--- src/rtl/kic_pkg.sv ---
`timescale 1ns / 1ps
// Package for the keypad integer calculator: shared types, codes and the key decode table.
// Depends on nothing; used by every module in this folder.
package kic_pkg;

    localparam int DATA_WIDTH_DEF = 32;
    localparam int OUT_WIDTH      = 32;
    localparam int DIGIT_BASE     = 10;

    // Event codes on the request channel
    typedef enum logic [1:0] {
        OP_KEY = 2'd0,
        OP_INC = 2'd1,
        OP_DEC = 2'd2
    } t_op;

    typedef enum logic [1:0] {
        PH_FIRST  = 2'd0,
        PH_SECOND = 2'd1,
        PH_OPER   = 2'd2,
        PH_RESULT = 2'd3
    } t_phase;

    typedef enum logic [1:0] {
        OPR_ADD = 2'd0,
        OPR_SUB = 2'd1,
        OPR_MUL = 2'd2,
        OPR_DIV = 2'd3
    } t_oper;

    typedef enum logic [1:0] {
        KIND_DIGIT  = 2'd0,
        KIND_OPER   = 2'd1,
        KIND_CLEAR  = 2'd2,
        KIND_EQUALS = 2'd3
    } t_key_kind;

    typedef struct packed {
        t_key_kind  kind;
        logic [3:0] val;
    } t_key;

    // Serial unit commands
    typedef enum logic [1:0] {
        UOP_ADD = 2'd0,
        UOP_SUB = 2'd1,
        UOP_MUL = 2'd2,
        UOP_DIV = 2'd3
    } t_uop;

    typedef enum logic [2:0] {
        U_IDLE,
        U_MUL,
        U_DIV,
        U_FIX,
        U_DONE
    } t_ustate;

    typedef enum logic [1:0] {
        S_IDLE,
        S_BUSY,
        S_EMIT
    } t_state;

    typedef enum logic [1:0] {
        DST_FIRST,
        DST_SECOND,
        DST_RESULT
    } t_dest;

    // 4x4 matrix: 7 8 9 / | 4 5 6 * | 1 2 3 - | C 0 = +
    function automatic t_key key_decode(input logic [1:0] row, input logic [1:0] col);
        t_key k;
        unique case ({row, col})
            4'h0: k = '{KIND_DIGIT, 4'd7};
            4'h1: k = '{KIND_DIGIT, 4'd8};
            4'h2: k = '{KIND_DIGIT, 4'd9};
            4'h3: k = '{KIND_OPER, {2'b00, OPR_DIV}};
            4'h4: k = '{KIND_DIGIT, 4'd4};
            4'h5: k = '{KIND_DIGIT, 4'd5};
            4'h6: k = '{KIND_DIGIT, 4'd6};
            4'h7: k = '{KIND_OPER, {2'b00, OPR_MUL}};
            4'h8: k = '{KIND_DIGIT, 4'd1};
            4'h9: k = '{KIND_DIGIT, 4'd2};
            4'hA: k = '{KIND_DIGIT, 4'd3};
            4'hB: k = '{KIND_OPER, {2'b00, OPR_SUB}};
            4'hC: k = '{KIND_CLEAR, 4'd0};
            4'hD: k = '{KIND_DIGIT, 4'd0};
            4'hE: k = '{KIND_EQUALS, 4'd0};
            4'hF: k = '{KIND_OPER, {2'b00, OPR_ADD}};
            default: k = '{KIND_CLEAR, 4'd0};
        endcase
        return k;
    endfunction

endpackage

--- src/rtl/kic_serial_unit.sv ---
`timescale 1ns / 1ps
// Shared radix-2 arithmetic unit: add/sub, shift-add multiply with addend,
// restoring signed divide producing one quotient bit per cycle. Depends on kic_pkg.
module kic_serial_unit import kic_pkg::*; #(
    parameter int W = DATA_WIDTH_DEF
) (
    input  logic         i_clk,
    input  logic         i_rst_n,
    input  logic         i_start,
    input  t_uop         i_uop,
    input  logic [W-1:0] i_a,
    input  logic [W-1:0] i_b,
    input  logic [W-1:0] i_c,
    output logic         o_done,
    output logic [W-1:0] o_result
);

    localparam int CNT_W = $clog2(W);

    t_ustate          r_state, n_state;
    logic [W-1:0]     r_acc, n_acc;      // accumulator / partial remainder
    logic [W-1:0]     r_mcand, n_mcand;  // multiplicand / divisor magnitude
    logic [W-1:0]     r_mplier, n_mplier; // multiplier / dividend-quotient shifter
    logic             r_neg, n_neg;
    logic [CNT_W-1:0] r_cnt, n_cnt;

    logic [W-1:0] shifted;
    logic [W:0]   diff;

    // State and datapath registers
    always_ff @(posedge i_clk) begin
        if (!i_rst_n) begin
            r_state <= U_IDLE;
            r_cnt   <= '0;
            r_neg   <= 1'b0;
        end else begin
            r_state <= n_state;
            r_cnt   <= n_cnt;
            r_neg   <= n_neg;
        end
        r_acc    <= n_acc;
        r_mcand  <= n_mcand;
        r_mplier <= n_mplier;
    end

    // Divide step: bring down next dividend bit, trial subtract
    assign shifted = {r_acc[W-2:0], r_mplier[W-1]};
    assign diff    = {1'b0, shifted} - {1'b0, r_mcand};

    // Sequencer
    always_comb begin
        n_state  = r_state;
        n_acc    = r_acc;
        n_mcand  = r_mcand;
        n_mplier = r_mplier;
        n_neg    = r_neg;
        n_cnt    = r_cnt;
        o_done   = 1'b0;
        unique case (r_state)
            U_IDLE: begin
                if (i_start) begin
                    n_cnt = CNT_W'(W - 1);
                    unique case (i_uop)
                        UOP_ADD: begin
                            n_acc   = i_a + i_b;
                            n_state = U_DONE;
                        end
                        UOP_SUB: begin
                            n_acc   = i_a - i_b;
                            n_state = U_DONE;
                        end
                        UOP_MUL: begin
                            n_acc    = i_c;
                            n_mcand  = i_a;
                            n_mplier = i_b;
                            n_state  = U_MUL;
                        end
                        UOP_DIV: begin
                            n_acc    = '0;
                            n_mplier = i_a[W-1] ? ({W{1'b0}} - i_a) : i_a;
                            n_mcand  = i_b[W-1] ? ({W{1'b0}} - i_b) : i_b;
                            n_neg    = i_a[W-1] ^ i_b[W-1];
                            n_state  = U_DIV;
                        end
                        default: n_state = U_IDLE;
                    endcase
                end
            end
            U_MUL: begin
                if (r_mplier[0]) begin
                    n_acc = r_acc + r_mcand;
                end
                n_mcand  = {r_mcand[W-2:0], 1'b0};
                n_mplier = {1'b0, r_mplier[W-1:1]};
                n_cnt    = r_cnt - 1'b1;
                if (r_cnt == '0) begin
                    n_state = U_DONE;
                end
            end
            U_DIV: begin
                if (!diff[W]) begin
                    n_acc    = diff[W-1:0];
                    n_mplier = {r_mplier[W-2:0], 1'b1};
                end else begin
                    n_acc    = shifted;
                    n_mplier = {r_mplier[W-2:0], 1'b0};
                end
                n_cnt = r_cnt - 1'b1;
                if (r_cnt == '0) begin
                    n_state = U_FIX;
                end
            end
            U_FIX: begin
                // quotient sign; most negative over minus one wraps to itself
                n_acc   = r_neg ? ({W{1'b0}} - r_mplier) : r_mplier;
                n_state = U_DONE;
            end
            U_DONE: begin
                o_done  = 1'b1;
                n_state = U_IDLE;
            end
            default: n_state = U_IDLE;
        endcase
    end

    assign o_result = r_acc;

endmodule

--- src/rtl/keypad_integer_calculator_core.sv ---
`timescale 1ns / 1ps
// Keypad four-function calculator core: phase/operand control and output register.
// Depends on kic_pkg and kic_serial_unit.
//
// Usage:
//  Request channel: i_valid/o_stall with i_op (0 key, 1 increment, 2 decrement),
//  i_key_row and i_key_col of the 4x4 keypad. A request is taken when i_valid is
//  high and o_stall is low. o_stall is high while a request is being worked on.
//  Result channel: o_valid/i_stall. Exactly one result per request, carrying the
//  state after the event and o_accepted (0 when the event was ignored).
//  Events with no arithmetic skip the serial unit. Add/sub on equals
//  and increment/decrement pass through the shared serial unit. Digit entry into
//  an operand and multiply run a shift-add loop (one multiplier bit per cycle),
//  divide a restoring loop (one quotient bit per cycle plus sign fix-up).
//  Requests are handled one at a time; the next one is taken the cycle after
//  the previous result is loaded into the output register.
//  The output register holds the last result; the next request is taken while it
//  waits, and a finished result waits in the core until the output is taken.
//  Reset (synchronous, active low) clears phase, operator, operands, result and
//  the divide-by-zero flag, and empties the output register.
//  A stalled result stays on the outputs unchanged until taken.
module keypad_integer_calculator_core import kic_pkg::*; #(
    parameter int DATA_WIDTH = DATA_WIDTH_DEF
) (
    input  logic                        i_clk,
    input  logic                        i_rst_n,
    input  logic                        i_valid,
    output logic                        o_stall,
    input  logic [1:0]                  i_op,
    input  logic [1:0]                  i_key_row,
    input  logic [1:0]                  i_key_col,
    output logic                        o_valid,
    input  logic                        i_stall,
    output logic [1:0]                  o_phase,
    output logic [1:0]                  o_operator_code,
    output logic signed [OUT_WIDTH-1:0] o_first_operand,
    output logic signed [OUT_WIDTH-1:0] o_second_operand,
    output logic signed [OUT_WIDTH-1:0] o_result_value,
    output logic                        o_divide_by_zero,
    output logic                        o_accepted
);

    localparam int W = DATA_WIDTH;

    t_state          r_state, n_state;
    t_phase          r_phase, n_phase;
    t_oper           r_oper, n_oper;
    logic [W-1:0]    r_first, n_first;
    logic [W-1:0]    r_second, n_second;
    logic [W-1:0]    r_result, n_result;
    logic            r_dz, n_dz;
    logic            r_acc, n_acc;
    t_dest           r_dest, n_dest;
    logic            r_o_valid, n_o_valid;

    logic [1:0]           r_o_phase, n_o_phase;
    logic [1:0]           r_o_oper, n_o_oper;
    logic [OUT_WIDTH-1:0] r_o_first, n_o_first;
    logic [OUT_WIDTH-1:0] r_o_second, n_o_second;
    logic [OUT_WIDTH-1:0] r_o_result, n_o_result;
    logic                 r_o_dz, n_o_dz;
    logic                 r_o_acc, n_o_acc;

    logic         in_take;
    t_key         key;
    logic         u_start;
    t_uop         u_op;
    logic [W-1:0] u_a, u_b, u_c;
    logic         u_done;
    logic [W-1:0] u_result;
    logic [W-1:0] digit;

    assign in_take = i_valid && (r_state == S_IDLE);
    assign key     = key_decode(i_key_row, i_key_col);
    assign digit   = W'(key.val);

    kic_serial_unit #(.W(W)) u_unit (
        .i_clk    (i_clk),
        .i_rst_n  (i_rst_n),
        .i_start  (u_start),
        .i_uop    (u_op),
        .i_a      (u_a),
        .i_b      (u_b),
        .i_c      (u_c),
        .o_done   (u_done),
        .o_result (u_result)
    );

    // Control and state registers
    always_ff @(posedge i_clk) begin
        if (!i_rst_n) begin
            r_state   <= S_IDLE;
            r_phase   <= PH_FIRST;
            r_oper    <= OPR_ADD;
            r_first   <= '0;
            r_second  <= '0;
            r_result  <= '0;
            r_dz      <= 1'b0;
            r_acc     <= 1'b0;
            r_dest    <= DST_FIRST;
            r_o_valid <= 1'b0;
        end else begin
            r_state   <= n_state;
            r_phase   <= n_phase;
            r_oper    <= n_oper;
            r_first   <= n_first;
            r_second  <= n_second;
            r_result  <= n_result;
            r_dz      <= n_dz;
            r_acc     <= n_acc;
            r_dest    <= n_dest;
            r_o_valid <= n_o_valid;
        end
    end

    // Output payload register
    always_ff @(posedge i_clk) begin
        r_o_phase  <= n_o_phase;
        r_o_oper   <= n_o_oper;
        r_o_first  <= n_o_first;
        r_o_second <= n_o_second;
        r_o_result <= n_o_result;
        r_o_dz     <= n_o_dz;
        r_o_acc    <= n_o_acc;
    end

    // Event decode, serial unit dispatch and write-back
    always_comb begin
        n_state    = r_state;
        n_phase    = r_phase;
        n_oper     = r_oper;
        n_first    = r_first;
        n_second   = r_second;
        n_result   = r_result;
        n_dz       = r_dz;
        n_acc      = r_acc;
        n_dest     = r_dest;
        n_o_valid  = r_o_valid && i_stall;
        n_o_phase  = r_o_phase;
        n_o_oper   = r_o_oper;
        n_o_first  = r_o_first;
        n_o_second = r_o_second;
        n_o_result = r_o_result;
        n_o_dz     = r_o_dz;
        n_o_acc    = r_o_acc;
        u_start    = 1'b0;
        u_op       = UOP_ADD;
        u_a        = r_first;
        u_b        = r_second;
        u_c        = '0;
        unique case (r_state)
            S_IDLE: begin
                if (in_take) begin
                    n_acc = 1'b0;
                    priority case (i_op)
                        OP_KEY: begin
                            unique case (key.kind)
                                KIND_CLEAR: begin
                                    n_acc    = 1'b1;
                                    n_phase  = PH_FIRST;
                                    n_first  = '0;
                                    n_second = '0;
                                end
                                KIND_OPER: begin
                                    if (r_phase == PH_FIRST || r_phase == PH_OPER) begin
                                        n_acc   = 1'b1;
                                        n_oper  = t_oper'(key.val[1:0]);
                                        n_phase = PH_OPER;
                                    end
                                end
                                KIND_EQUALS: begin
                                    if (r_phase == PH_SECOND) begin
                                        n_acc   = 1'b1;
                                        n_phase = PH_RESULT;
                                        n_dz    = 1'b0;
                                        n_dest  = DST_RESULT;
                                        unique case (r_oper)
                                            OPR_ADD: begin
                                                u_start = 1'b1;
                                                u_op    = UOP_ADD;
                                            end
                                            OPR_SUB: begin
                                                u_start = 1'b1;
                                                u_op    = UOP_SUB;
                                            end
                                            OPR_MUL: begin
                                                u_start = 1'b1;
                                                u_op    = UOP_MUL;
                                            end
                                            OPR_DIV: begin
                                                // divide by zero: result 0, flag set
                                                if (r_second == '0) begin
                                                    n_result = '0;
                                                    n_dz     = 1'b1;
                                                end else begin
                                                    u_start = 1'b1;
                                                    u_op    = UOP_DIV;
                                                end
                                            end
                                            default: n_dz = 1'b0;
                                        endcase
                                    end
                                end
                                KIND_DIGIT: begin
                                    n_acc = 1'b1;
                                    u_b   = W'(DIGIT_BASE);
                                    u_c   = digit;
                                    unique case (r_phase)
                                        PH_FIRST: begin
                                            u_start = 1'b1;
                                            u_op    = UOP_MUL;
                                            u_a     = r_first;
                                            n_dest  = DST_FIRST;
                                        end
                                        PH_SECOND: begin
                                            u_start = 1'b1;
                                            u_op    = UOP_MUL;
                                            u_a     = r_second;
                                            n_dest  = DST_SECOND;
                                        end
                                        PH_OPER: begin
                                            n_second = digit;
                                            n_phase  = PH_SECOND;
                                        end
                                        PH_RESULT: begin
                                            n_first = digit;
                                            n_phase = PH_FIRST;
                                        end
                                        default: n_phase = r_phase;
                                    endcase
                                end
                                default: n_acc = 1'b0;
                            endcase
                        end
                        OP_INC, OP_DEC: begin
                            if (r_phase == PH_RESULT) begin
                                n_acc   = 1'b1;
                                u_start = 1'b1;
                                u_op    = (i_op == OP_INC) ? UOP_ADD : UOP_SUB;
                                u_a     = r_result;
                                u_b     = W'(1);
                                n_dest  = DST_RESULT;
                            end
                        end
                        default: n_acc = 1'b0;
                    endcase
                    n_state = u_start ? S_BUSY : S_EMIT;
                end
            end
            S_BUSY: begin
                if (u_done) begin
                    unique case (r_dest)
                        DST_FIRST:  n_first  = u_result;
                        DST_SECOND: n_second = u_result;
                        DST_RESULT: n_result = u_result;
                        default:    n_result = r_result;
                    endcase
                    n_state = S_EMIT;
                end
            end
            S_EMIT: begin
                if (!r_o_valid || !i_stall) begin
                    n_o_valid  = 1'b1;
                    n_o_phase  = r_phase;
                    n_o_oper   = r_oper;
                    n_o_first  = OUT_WIDTH'(r_first);
                    n_o_second = OUT_WIDTH'(r_second);
                    n_o_result = OUT_WIDTH'(r_result);
                    n_o_dz     = r_dz;
                    n_o_acc    = r_acc;
                    n_state    = S_IDLE;
                end
            end
            default: n_state = S_IDLE;
        endcase
    end

    assign o_stall          = (r_state != S_IDLE);
    assign o_valid          = r_o_valid;
    assign o_phase          = r_o_phase;
    assign o_operator_code  = r_o_oper;
    assign o_first_operand  = r_o_first;
    assign o_second_operand = r_o_second;
    assign o_result_value   = r_o_result;
    assign o_divide_by_zero = r_o_dz;
    assign o_accepted       = r_o_acc;

endmodule

--- config.mk ---
export PLATFORM = sky130hd
export DESIGN_NAME = keypad_integer_calculator_core
export DESIGN_NICKNAME = d
export VERILOG_FILES = /design/src/rtl/kic_pkg.sv /design/src/rtl/kic_serial_unit.sv /design/src/rtl/keypad_integer_calculator_core.sv
export SDC_FILE = /design/constraint.sdc
export NUM_CORES = 1
export LEC_CHECK = 0
export BUFFER_PORTS_ARGS = -buffer_cell sky130_fd_sc_hd__buf_2
export CORE_MARGIN = 10
export CORE_UTILIZATION = 40
export CTS_CLUSTER_DIAMETER = 40
export CTS_CLUSTER_SIZE = 10
export DETAILED_ROUTE_END_ITERATION = 16
export PLACE_DENSITY = 0.63
export SLEW_MARGIN = 20
export SYNTH_ARGS = -nofsm -noshare
export SYNTH_HDL_FRONTEND = slang
export SYNTH_SLANG_ARGS = --single-unit
--- constraint.sdc ---
create_clock -name i_clk -period 7.8 [get_ports i_clk]
set_input_delay 1.56 -clock i_clk [delete_from_list [all_inputs] [get_ports i_clk]]
set_output_delay 1.56 -clock i_clk [all_outputs]
set_load 0.02 [all_outputs]
# Word-level counts from Yosys, hierarchy flattened
# Memory sizes are Yosys's and may differ from the RTL's.
# Index checks and enable logic that the tools add are counted.
dict set report op_classes {
  bitwise 1
  n_addsub 8
  n_mux 104
  n_eq_ne 48
  n_reduce_logical 45
}
# op count
set op_table {}
lappend op_table {{two-way mux 32 bit} 35}
lappend op_table {{case mux 32 bit (2 select lines)} 10}
lappend op_table {{case mux 32 bit (4 select lines)} 2}
lappend op_table {{case mux 32 bit (3 select lines)} 1}
lappend op_table {{subtractor 1 x 32 -> 32 bit, first input constant} 3}
lappend op_table {{adder 32 bit} 2}
lappend op_table {{subtractor 32 x 32 -> 33 bit} 1}
lappend op_table {{zero test 32 bit} 1}
lappend op_table {{subtractor 32 bit} 1}
lappend op_table {{two-way mux 2 bit} 13}
lappend op_table {{case mux 2 bit (2 select lines)} 6}
lappend op_table {{equality test 2 bit, second input constant} 11}
lappend op_table {{AND reduction 7 bit} 3}
lappend op_table {{!= test 2 x 1 -> 1 bit, second input constant} 10}
lappend op_table {{two-way mux 1 bit} 18}
lappend op_table {{AND reduction 3 bit} 6}
lappend op_table {{two-way mux 4 bit} 4}
lappend op_table {{!= test 2 bit, second input constant} 8}
lappend op_table {{case mux 2 bit (4 select lines)} 2}
lappend op_table {{!= test 3 bit, second input constant} 5}
lappend op_table {{equality test 2 x 1 -> 1 bit, second input constant} 7}
lappend op_table {{zero test 2 bit} 7}
lappend op_table {{case mux 3 bit (4 select lines)} 1}
lappend op_table {{case mux 5 bit (2 select lines)} 1}
lappend op_table {{other kinds (27)} 48}
dict set report word_totals {
  n_memories 1
  regBits 314
  rom_bits 96
  out_inout_bits 104
  inputBits 10
  word_cells 230
}
# name depth word_bits read_ports rd_ports_with_merged_regs wr line
set memory_table {}
lappend memory_table {{(no name shown)} 16 6 1 0 0 kic_pkg.sv:74} ;# unique case ({row, col})

# Longest topological paths before layout
# Gate-level depths: netlist of the first run.
dict set report logic_depth {
  ltp_word 13
  mapped_depth 27
  depth_no_buf 25
}

# Hierarchy
# A second synthesis of the first run with hierarchy kept.
dict set report unflattened {
  cells_unflattened 2580
  hier_area_um2 22195.0
}
# module seq_area_each_um2 cells_each instances area_per_inst_um2
set modules_own_cells {}
lappend modules_own_cells {kic_serial_unit 3062.9 1766 1 13551.7}
lappend modules_own_cells {keypad_integer_calculator_core 5205.0 814 1 8643.3}

# Worst setup path after synthesis of the first run
# OpenSTA, ideal clock, no wires.
dict set report synth_path {
  path_kind {in2reg}
  startpoint {input i_stall}
  endpoint {register r_o_acc, in the netlist o_accepted, enable pin}
  setup_time_ns 0.597
  slack_ns 0.827
  n_path_buf 0
  stages 1
  t_arrival_ns 6.376
  t_required_ns 7.203
  cell_sequence {a21oi_1}
}
dict set report synth_via {
  elab_chain_len 3
}
# element line
set synth_rtl {}
lappend synth_rtl {{start: declaration} keypad_integer_calculator_core.sv:33} ;# input logic i_stall,
lappend synth_rtl {{zero test 1 bit} keypad_integer_calculator_core.sv:262} ;# if (!r_o_valid || !i_stall) begin
lappend synth_rtl {{logical OR 1 bit} keypad_integer_calculator_core.sv:262}
lappend synth_rtl {{AND reduction 2 bit (no line)} -}
lappend synth_rtl {{end signal: assignment} keypad_integer_calculator_core.sv:124} ;# r_o_acc <= n_o_acc;
lappend synth_rtl {{end: declaration} keypad_integer_calculator_core.sv:62} ;# logic r_o_acc, n_o_acc;
# Every way passes these cells.
# A chain may end at the register's enable or synchronous reset.

# Worst setup path after layout of the first run
dict set report layout_path {
  startpoint {input i_op[0]}
  endpoint {register u_unit.r_acc[24], in the netlist u_unit.o_result[24], data pin}
}
dict set report layout_via {
  elab_chain_len 10
  elab_cells_between_ends 24
  cone_classes {2 x add/sub; 5 x eq/ne; 14 x mux; 3 x reduce/logical}
}
# element line
set layout_rtl {}
lappend layout_rtl {{start: declaration} keypad_integer_calculator_core.sv:29} ;# input logic [1:0] i_op,
lappend layout_rtl {{parallel branches: the longest is 7 deep, another holds subtractor 32 bit} -}
lappend layout_rtl {{case mux 32 bit (4 select lines) (*)} kic_serial_unit.sv:63} ;# unique case (i_uop)
lappend layout_rtl {{two-way mux 32 bit (*)} kic_serial_unit.sv:61} ;# if (i_start) begin
lappend layout_rtl {{case mux 32 bit (4 select lines) (*)} kic_serial_unit.sv:59} ;# unique case (r_state)
lappend layout_rtl {{via u_unit.n_acc[24]} kic_serial_unit.sv:21} ;# logic [W-1:0] r_acc, n_acc;
lappend layout_rtl {{end signal: assignment} kic_serial_unit.sv:41} ;# r_acc <= n_acc;
lappend layout_rtl {{end: declaration} kic_serial_unit.sv:21}
# Mark *: on every way through the listed nets, which the timed path passes. The select of a mux whose other input is x is not followed.

==> flow_summary_export.csv, run 1 <==
group,metric,value,unit
detailed_routing,drt_iter0_markers,2346,
cts,numCtsBuffers,50,
sta,finalCritPeriodShare,88.7,%
detailed_routing,ant_nets,0,
sta,final-hold-violation-count,0,
placement,port_buffers,113,
worst_setup_path,crit_arrival,7.24,ns
sta,finalSetupViolCount,0,
logic_synthesis,synthesis.nets,2640,
placement,dp_slack,0.523,ns
worst_setup_path,crit_cells,20,
sta,layout_min_cycle_time,6.92,ns
worst_setup_path,worstSetupPathType,"input pin to flip-flop",
logic_synthesis,synth_top_area_share,27.5,%
sta,max_slew_margin,23.9,%
final_layout,register_area,0.00827,sq mm
worst_setup_path,reg2reg_slack,1.44,ns
power_and_ir_drop,power.leakage,0.00936,uW
global_routing,grt_usage,23.0,%
run,drv_cap,0,
detailed_routing,wl_per_cell,22.9,um
cts,cts_hold_buf,0,
logic_synthesis,yosys.area.top_type,"edfxtp_1",
logic_synthesis,synth_area_leaders,"edfxtp_1 28%, dfxtp_1 11%, ha_1 6.8%, a21oi_1 5.8%, nor2_1 5.8%",
detailed_routing,vias,20200,
floorplan,initial_core_util,40.2,%
logic_synthesis,syn_inst,2510,
logic_synthesis,synth_most_common_cell,"nor2_1",
cts,htree_levels,2,
sta,slew_viol_final,0,
logic_synthesis,synth_ff_type,"edfxtp_1",
floorplan,io_pins,114,
power_and_ir_drop,vdd_drop_max,0.198,mV
floorplan,dieHeight,252,um
detailed_routing,drt_pre_antenna_iters,9,
logic_synthesis,syn_area_per_cell,8.61,sq um
logic_synthesis,yosys_warnings,0,
logic_synthesis,synthArstFlopShare,0,%
worst_setup_path,slowest_stage,"or4b_4",
logic_synthesis,syn-cell-area,0.0216,sq mm
detailed_routing,drt_wl_total,75500,um
worst_setup_path,max_stage_delay,0.72,ns
cts,clk_pin_slew,0.05,ns
cts,cts_resized,0,
detailed_routing,viasPerCell,6.12,
sta,fin_skew,0.0240,ns
final_layout,antennaDiodeCount,0,
worst_hold_path,hold_class,"flip-flop to flip-flop",
sta,fin_ws,0.883,ns
cts,cts_sinks,314,
floorplan,die-area,0.0637,sq mm
floorplan,die_w,252,um
worst_setup_path,worstPathCellList,"buf_2 -> ha_1 -> or4b_4 -> or3_1 -> and2_1 -> or3_1 -> o21bai_1 -> nand2_1 -> nand2_1 -> o211ai_1 -> ha_1 -> a21oi_1 -> o211ai_1 -> a21oi_1 -> or2_2 -> nand3b_1 -> a2111oi_0 -> nor3_1 -> xor2_1 -> a221o_1",
cts,clk_path_buf_depth,3,
global_routing,grt_start_max_net_pins,97,
worst_setup_path,r2r-start,"r_second[27]",
sta,max_freq,145,MHz
logic_synthesis,yosysSeqAreaShare,38.2,%
floorplan,coreArea,0.0537,sq mm
worst_setup_path,reg2reg_depth,19,
global_routing,antenna_found_initial,1,
worst_setup_path,worstPathRequired,8.12,ns
final_layout,final_core_util,45.6,%
power_and_ir_drop,power,4710,uW
floorplan,rows,85,
placement,place_congestion,0.961,
global_routing,overflow,0,
final_layout,finalNetCount,2691,
run_status,status,"finished, final reports clean",
worst_setup_path,start_kind,"input pin",
logic_synthesis,ys_top_cells_by_count,"333 x nor2_1, 252 x a21oi_1, 198 x edfxtp_1, 191 x nand2_1, 146 x o21ai_0",
worst_setup_path,cp-startpoint,"i_op[0]",
worst_setup_path,worst_setup_path_end_kind,"flip-flop",
sta,rsz0062_at_grt,"no",
cts,cts-root-buf,"clkbuf_16",
cts,cts_tree,"built",
final_layout,nFillCells,5217,
logic_synthesis,ys_ff_latch,314,
sta,tightest_slew,1.14,ns
worst_setup_path,cp_num_buf_inv,1,
detailed_routing,drc,0,
worst_setup_path,cp_top_family,"simple AND/OR/NAND/NOR gates",
placement,hpwl,56500,um
cts,cts_setup_buffers,0,
logic_synthesis,ys_types,86,
worst_setup_path,endpoint,"u_unit.o_result[24]",
sta,fin_setup_tns,0,ns
worst_setup_path,timing.rr.end,"u_unit.o_result[24]",
global_routing,grt_pass1_vias,19500,
logic_synthesis,synth_edf_count,198,
final_layout,drive_above_1_share,11.1,%
global_routing,grt_first_pass_wirelength,115000,um
final_layout,syn_to_final_growth,13.4,%
cts,clk_latency,0.59,ns
final_layout,multi_input_area,0.0124,sq mm
worst_setup_path,cp_max_fo,32,
power_and_ir_drop,p_per_area,192,mW/mm^2
==> cell families (layout without fill, tap and decap cells) <==
group           Yosys count  count (layout)  share of synthesized area [%]
mux                      31              31                           1.45
compound gates          821             821                           24.9
buf+inv                 263             355                           4.71
xor+xnor                171             171                           6.93
flops                   314             314                           38.2
fa+ha+maj               120             120                           7.05
simple gates            790             790                           16.7
==> worst reg2reg max path: stages (launching register included) <==
cell	delay (ns)
dfxtp_1	0.46
or4_1	0.75
or3_1	0.51
or4_1	0.51
and2_0	0.23
nand2_1	0.23
buf_4	0.35
nand2_1	0.15
nand2_1	0.29
o211ai_1	0.16
ha_1	0.40
nand2_1	0.10
o21ai_0	0.12
a221o_1	0.38
a21oi_1	0.27
nand3b_1	0.14
a2111oi_0	0.46
nor3_1	0.14
xor2_1	0.16
a221o_1	0.30
==> power by group <==
| group | switching (uW) | internal, uW | total (uW) |
|---|---|---|---|
| Sequential | 25.1 | 1820 | 1840 |
| Combinational | 459 | 264 | 723 |
| Clock | 850 | 1300 | 2150 |
| Total | 1330 | 3380 | 4710 |
==> worst min-delay path by stage <==
stage	start	to	slack (ns)	cells past startpoint
final	r_acc	o_accepted	0.45	0
after detailed placement	r_acc	o_accepted	0.42	0
after global placement	r_acc	o_accepted	0.43	0
after global routing	r_result[4]	o_result_value[4]	0.47	0
after CTS	r_acc	o_accepted	0.45	0
after floorplan	r_second[5]	o_second_operand[5]	0.40	0
==> state kept, by name, summed over array words and instances, names as in the netlist, 2 cells and up <==
signal and flops:
o_first_operand 32, r_phase 2, u_unit.r_cnt 5, r_oper 2, u_unit.r_state 3, o_result_value 32, u_unit.o_result 32, r_state 2
r_dest 2, r_second 32, u_unit.r_mplier 32, o_phase 2, r_result 32, o_second_operand 32, u_unit.r_mcand 32, r_first 32
o_operator_code 2
==> cells in the final DEF (no fill, tap or decap), drive strengths merged, types with 19 or more instances in the layout <==
cell / instances
dfxtp: 116
buf: 163
inv: 101
o31ai: 29
nand3: 47
nand2: 191
ha: 117
a211oi: 28
xnor2: 109
nand2b: 25
or3: 26
a31oi: 31
a21o: 37
o21ai: 149
mux2i: 29
o22ai: 21
nor3: 39
a222oi: 30
nor2: 333
o211ai: 35
xor2: 62
edfxtp: 198
a21oi: 253
clkbuf: 64
a221oi: 19
a22oi: 45
==> layout make-up <==
| type | count | area share [%] |
|---|---|---|
| sequential | 314 | 33.7 |
| tap | 696 | 3.55 |
| clock buffer | 64 | 5.32 |
| inverter | 99 | 1.52 |
| clock inverter | 29 | 1.24 |
| multi-input combinational | 1933 | 50.7 |
| timing repair buffer | 163 | 3.92 |
==> per-layer routing <==
layer	global-route usage (%)	vias up	share of wire (%)
li1	-	9400	-
met3	3.41	186	7.1
met2	37.9	819	47
met5	0	-	0.024
met1	28.7	9770	41
met4	11.9	2	5.4
==> stage by stage <==
| step | std cells | instance area (sq um) | hold slack (ns) |
|---|---|---|---|
| after floorplan | 2510 | 21600 | 0.403 |
| after global placement | 3204 | 22900 | 0.435 |
| after detailed placement | 3205 | 22900 | 0.424 |
| after CTS | 3298 | 24500 | 0.445 |
| after global routing | 3298 | 24500 | 0.470 |
| final | 3298 | 24500 | 0.449 |
Power figures use the tool's default switching activity.
==> inputs of run 2 (changes only) <==
==> constraint.sdc (replaced) <==
create_clock -name i_clk -period 7.8 [get_ports i_clk]
set_input_delay 0.78 -clock i_clk [delete_from_list [all_inputs] [get_ports i_clk]]
set_output_delay 0.78 -clock i_clk [all_outputs]
set_load 0.02 [all_outputs]
==> run 2 against run 1 <==
Largest cell class unchanged. Highest routed layer is now met4. Global-route usage decreased by 0.078 points. Flip-flop and latch count unchanged. Critical path type is now flip-flop to flip-flop. Die area unchanged. Sequential power about the same. Final cell count decreased by 0.45%. Cell area decreased by 0.60%. Non-clock buffer count decreased by 11. Total power decreased by 1.6%. Clock skew decreased by 0.0049 ns. Combinational power decreased by 0.7%. Count of clock-buffer cells in the layout increased by 4. Maximum frequency increased by 9.0%.
==> flow_summary_export.csv, run 2 (synthesis gave the netlist of run 1 again) <==
group,metric,value,unit
floorplan,coreArea,0.0537,sq mm
placement,hpwl,57000,um
worst_setup_path,cp_max_fo,21,
global_routing,grt_pass1_vias,19000,
cts,cts_setup_buffers,0,
worst_hold_path,min_to,"o_accepted",
floorplan,die-area,0.0637,sq mm
final_layout,final_cells,3283,
sta,finalSetupViolCount,0,
sta,fin_skew,0.0191,ns
detailed_routing,viasPerCell,6.11,
sta,max_slew_margin,22.3,%
placement,place_congestion,0.973,
global_routing,grt_usage,22.9,%
detailed_routing,vias,20100,
sta,layout_min_cycle_time,6.35,ns
worst_setup_path,slowest_stage,"or4_1",
sta,max_freq,158,MHz
floorplan,rows,85,
final_layout,finalNetCount,2678,
worst_setup_path,max_stage_delay,0.75,ns
sta,rsz0062_at_grt,"no",
cts,clk_path_buf_depth,3,
final_layout,final_core_util,45.4,%
cts,cts_resized,0,
power_and_ir_drop,power_frac_comb,15.5,%
worst_setup_path,cp_top_family,"simple AND/OR/NAND/NOR gates",
worst_setup_path,r2r-start,"r_second[27]",
worst_setup_path,timing.rr.end,"u_unit.o_result[29]",
final_layout,drive_above_1_share,10.5,%
detailed_routing,drt_wl_total,75400,um
worst_setup_path,crit_cells,18,
worst_setup_path,cp_num_buf_inv,1,
sta,final-hold-violation-count,0,
detailed_routing,drc,0,
run_status,status,"finished, final reports clean",
global_routing,antenna_found_initial,1,
cts,cts_sinks,314,
final_layout,antennaDiodeCount,0,
placement,port_buffers,113,
worst_setup_path,crit_arrival,6.64,ns
power_and_ir_drop,p_int,3370,uW
detailed_routing,drt_pre_antenna_iters,9,
power_and_ir_drop,power.share.clock,44.8,%
worst_setup_path,worstPathCellList,"or4_1 -> or3_1 -> nor4_1 -> nand2b_1 -> nand2_1 -> buf_4 -> and2_1 -> xor2_1 -> ha_1 -> a21oi_1 -> o21ai_0 -> or3_1 -> o22a_1 -> a31oi_1 -> o21ai_0 -> xor2_1 -> a221oi_1 -> o21ai_0",
detailed_routing,wl_per_cell,23.0,um
floorplan,die_w,252,um
power_and_ir_drop,p_seq_share,39.7,%
worst_setup_path,crit_top_cell,"o21ai_0",
worst_setup_path,reg2reg_depth,18,
worst_hold_path,min_from,"r_acc",
sta,fin_setup_tns,0,ns
sta,finalCritPeriodShare,81.4,%
floorplan,io_pins,114,
sta,tightest_slew,1.16,ns
worst_setup_path,worst_setup_path_end_kind,"flip-flop",
worst_hold_path,hold_class,"flip-flop to flip-flop",
cts,htree_levels,2,
sta,fin_ws,1.45,ns
cts,numCtsBuffers,48,
cts,cts-root-buf,"clkbuf_16",
worst_setup_path,reg2reg_slack,1.45,ns
worst_hold_path,hold_depth,0,
cts,cts_tree,"built",
power_and_ir_drop,p_switching,1270,uW
power_and_ir_drop,p_per_area,190,mW/mm^2
detailed_routing,ant_nets,0,
cts,cts_hold_buf,0,
final_layout,layout_commonest_cell,"nor2_1",
global_routing,grt_first_pass_wirelength,114000,um
global_routing,overflow,0,
final_layout,syn_to_final_growth,12.7,%
floorplan,initial_core_util,40.2,%
placement,dp.cells,3193,
cts,clk_latency,0.57,ns
worst_setup_path,worstPathRequired,8.10,ns
placement,dp_slack,1.16,ns
power_and_ir_drop,switching_share,27.4,%
run,drv_cap,0,
detailed_routing,drt_iter0_markers,2150,
global_routing,grt_start_max_net_pins,97,
worst_setup_path,worstSetupPathType,"flip-flop to flip-flop",
floorplan,dieHeight,252,um
worst_setup_path,start_kind,"flip-flop",
power_and_ir_drop,power.leakage,0.00929,uW
cts,clk_pin_slew,0.05,ns
sta,slew_viol_final,0,
final_layout,mostFrequentLayoutCells,"332 x nor2_1, 249 x a21oi_1, 198 x edfxtp_1",
power_and_ir_drop,vdd_drop_max,0.221,mV
==> run 2: changes by cell type in the layout (fill, tap and decap cells not counted), moves of 2 or more <==
cell,previous run,this run
clkinv_4,5,1
clkbuf_1,14,16
inv_6,3,1
buf_4,49,38
clkbuf_8,0,3
==> run 2: layout make-up <==
type | instances | area, sq um
sequential | 314 | 8270
fill | 5181 | 29300
clock inverter | 21 | 216
tap | 696 | 871
multi-input combinational | 1933 | 12400
clock buffer | 68 | 1330
inverter | 99 | 373
timing repair buffer | 152 | 878
==> run 2: how the worst max path moves through the flow <==
stage,end,start
finish,u_unit.o_result[29],r_second[27]
global route,u_unit.o_result[24],i_key_col[0]
CTS,u_unit.o_result[29],r_second[27]
detailed placement,u_unit.o_result[24],i_key_col[0]
global placement,u_unit.o_result[24],i_key_col[0]
floorplan,o_accepted,i_stall
==> run 2: worst reg2reg max path: cells and delay by family (launching register included) <==
kind,cells,cell delay [ns]
AND/OR/NAND/NOR,7,2.96
AO/OA/AOI/OAI,7,1.63
adder cells (fa/ha/maj),1,0.38
buffers and inverters,1,0.31
XOR/XNOR,2,0.35
flip-flops,1,0.47
==> run 2: power by group through the flow <==
stage / Clock [uW] / Sequential [uW] / Combinational, uW
after detailed placement: 0 / 1880 / 705
after global routing: 2180 / 1850 / 785
final: 2080 / 1840 / 718
after global placement: 0 / 1880 / 700
after floorplan: 0 / 1900 / 482
after CTS: 2100 / 1840 / 709
==> run 2: per-layer routing <==
metal | up-vias | share of wire [%] | global-route usage [%]
met1 | 9674 | 41 | 28.7
met3 | 161 | 6.6 | 2.97
li1 | 9379 | - | -
met2 | 836 | 48 | 38.7
met5 | - | 0 | 0
met4 | 0 | 4.5 | 10.5
==> run 2: metrics by stage <==
step	total power (uW)	cell area [sq um]	hold slack, ns
after CTS	4650	24300	0.444
after global routing	4810	24400	0.466
after detailed placement	2580	22800	0.421
final	4640	24400	0.449
after floorplan	2390	21600	0.403
after global placement	2580	22800	0.426
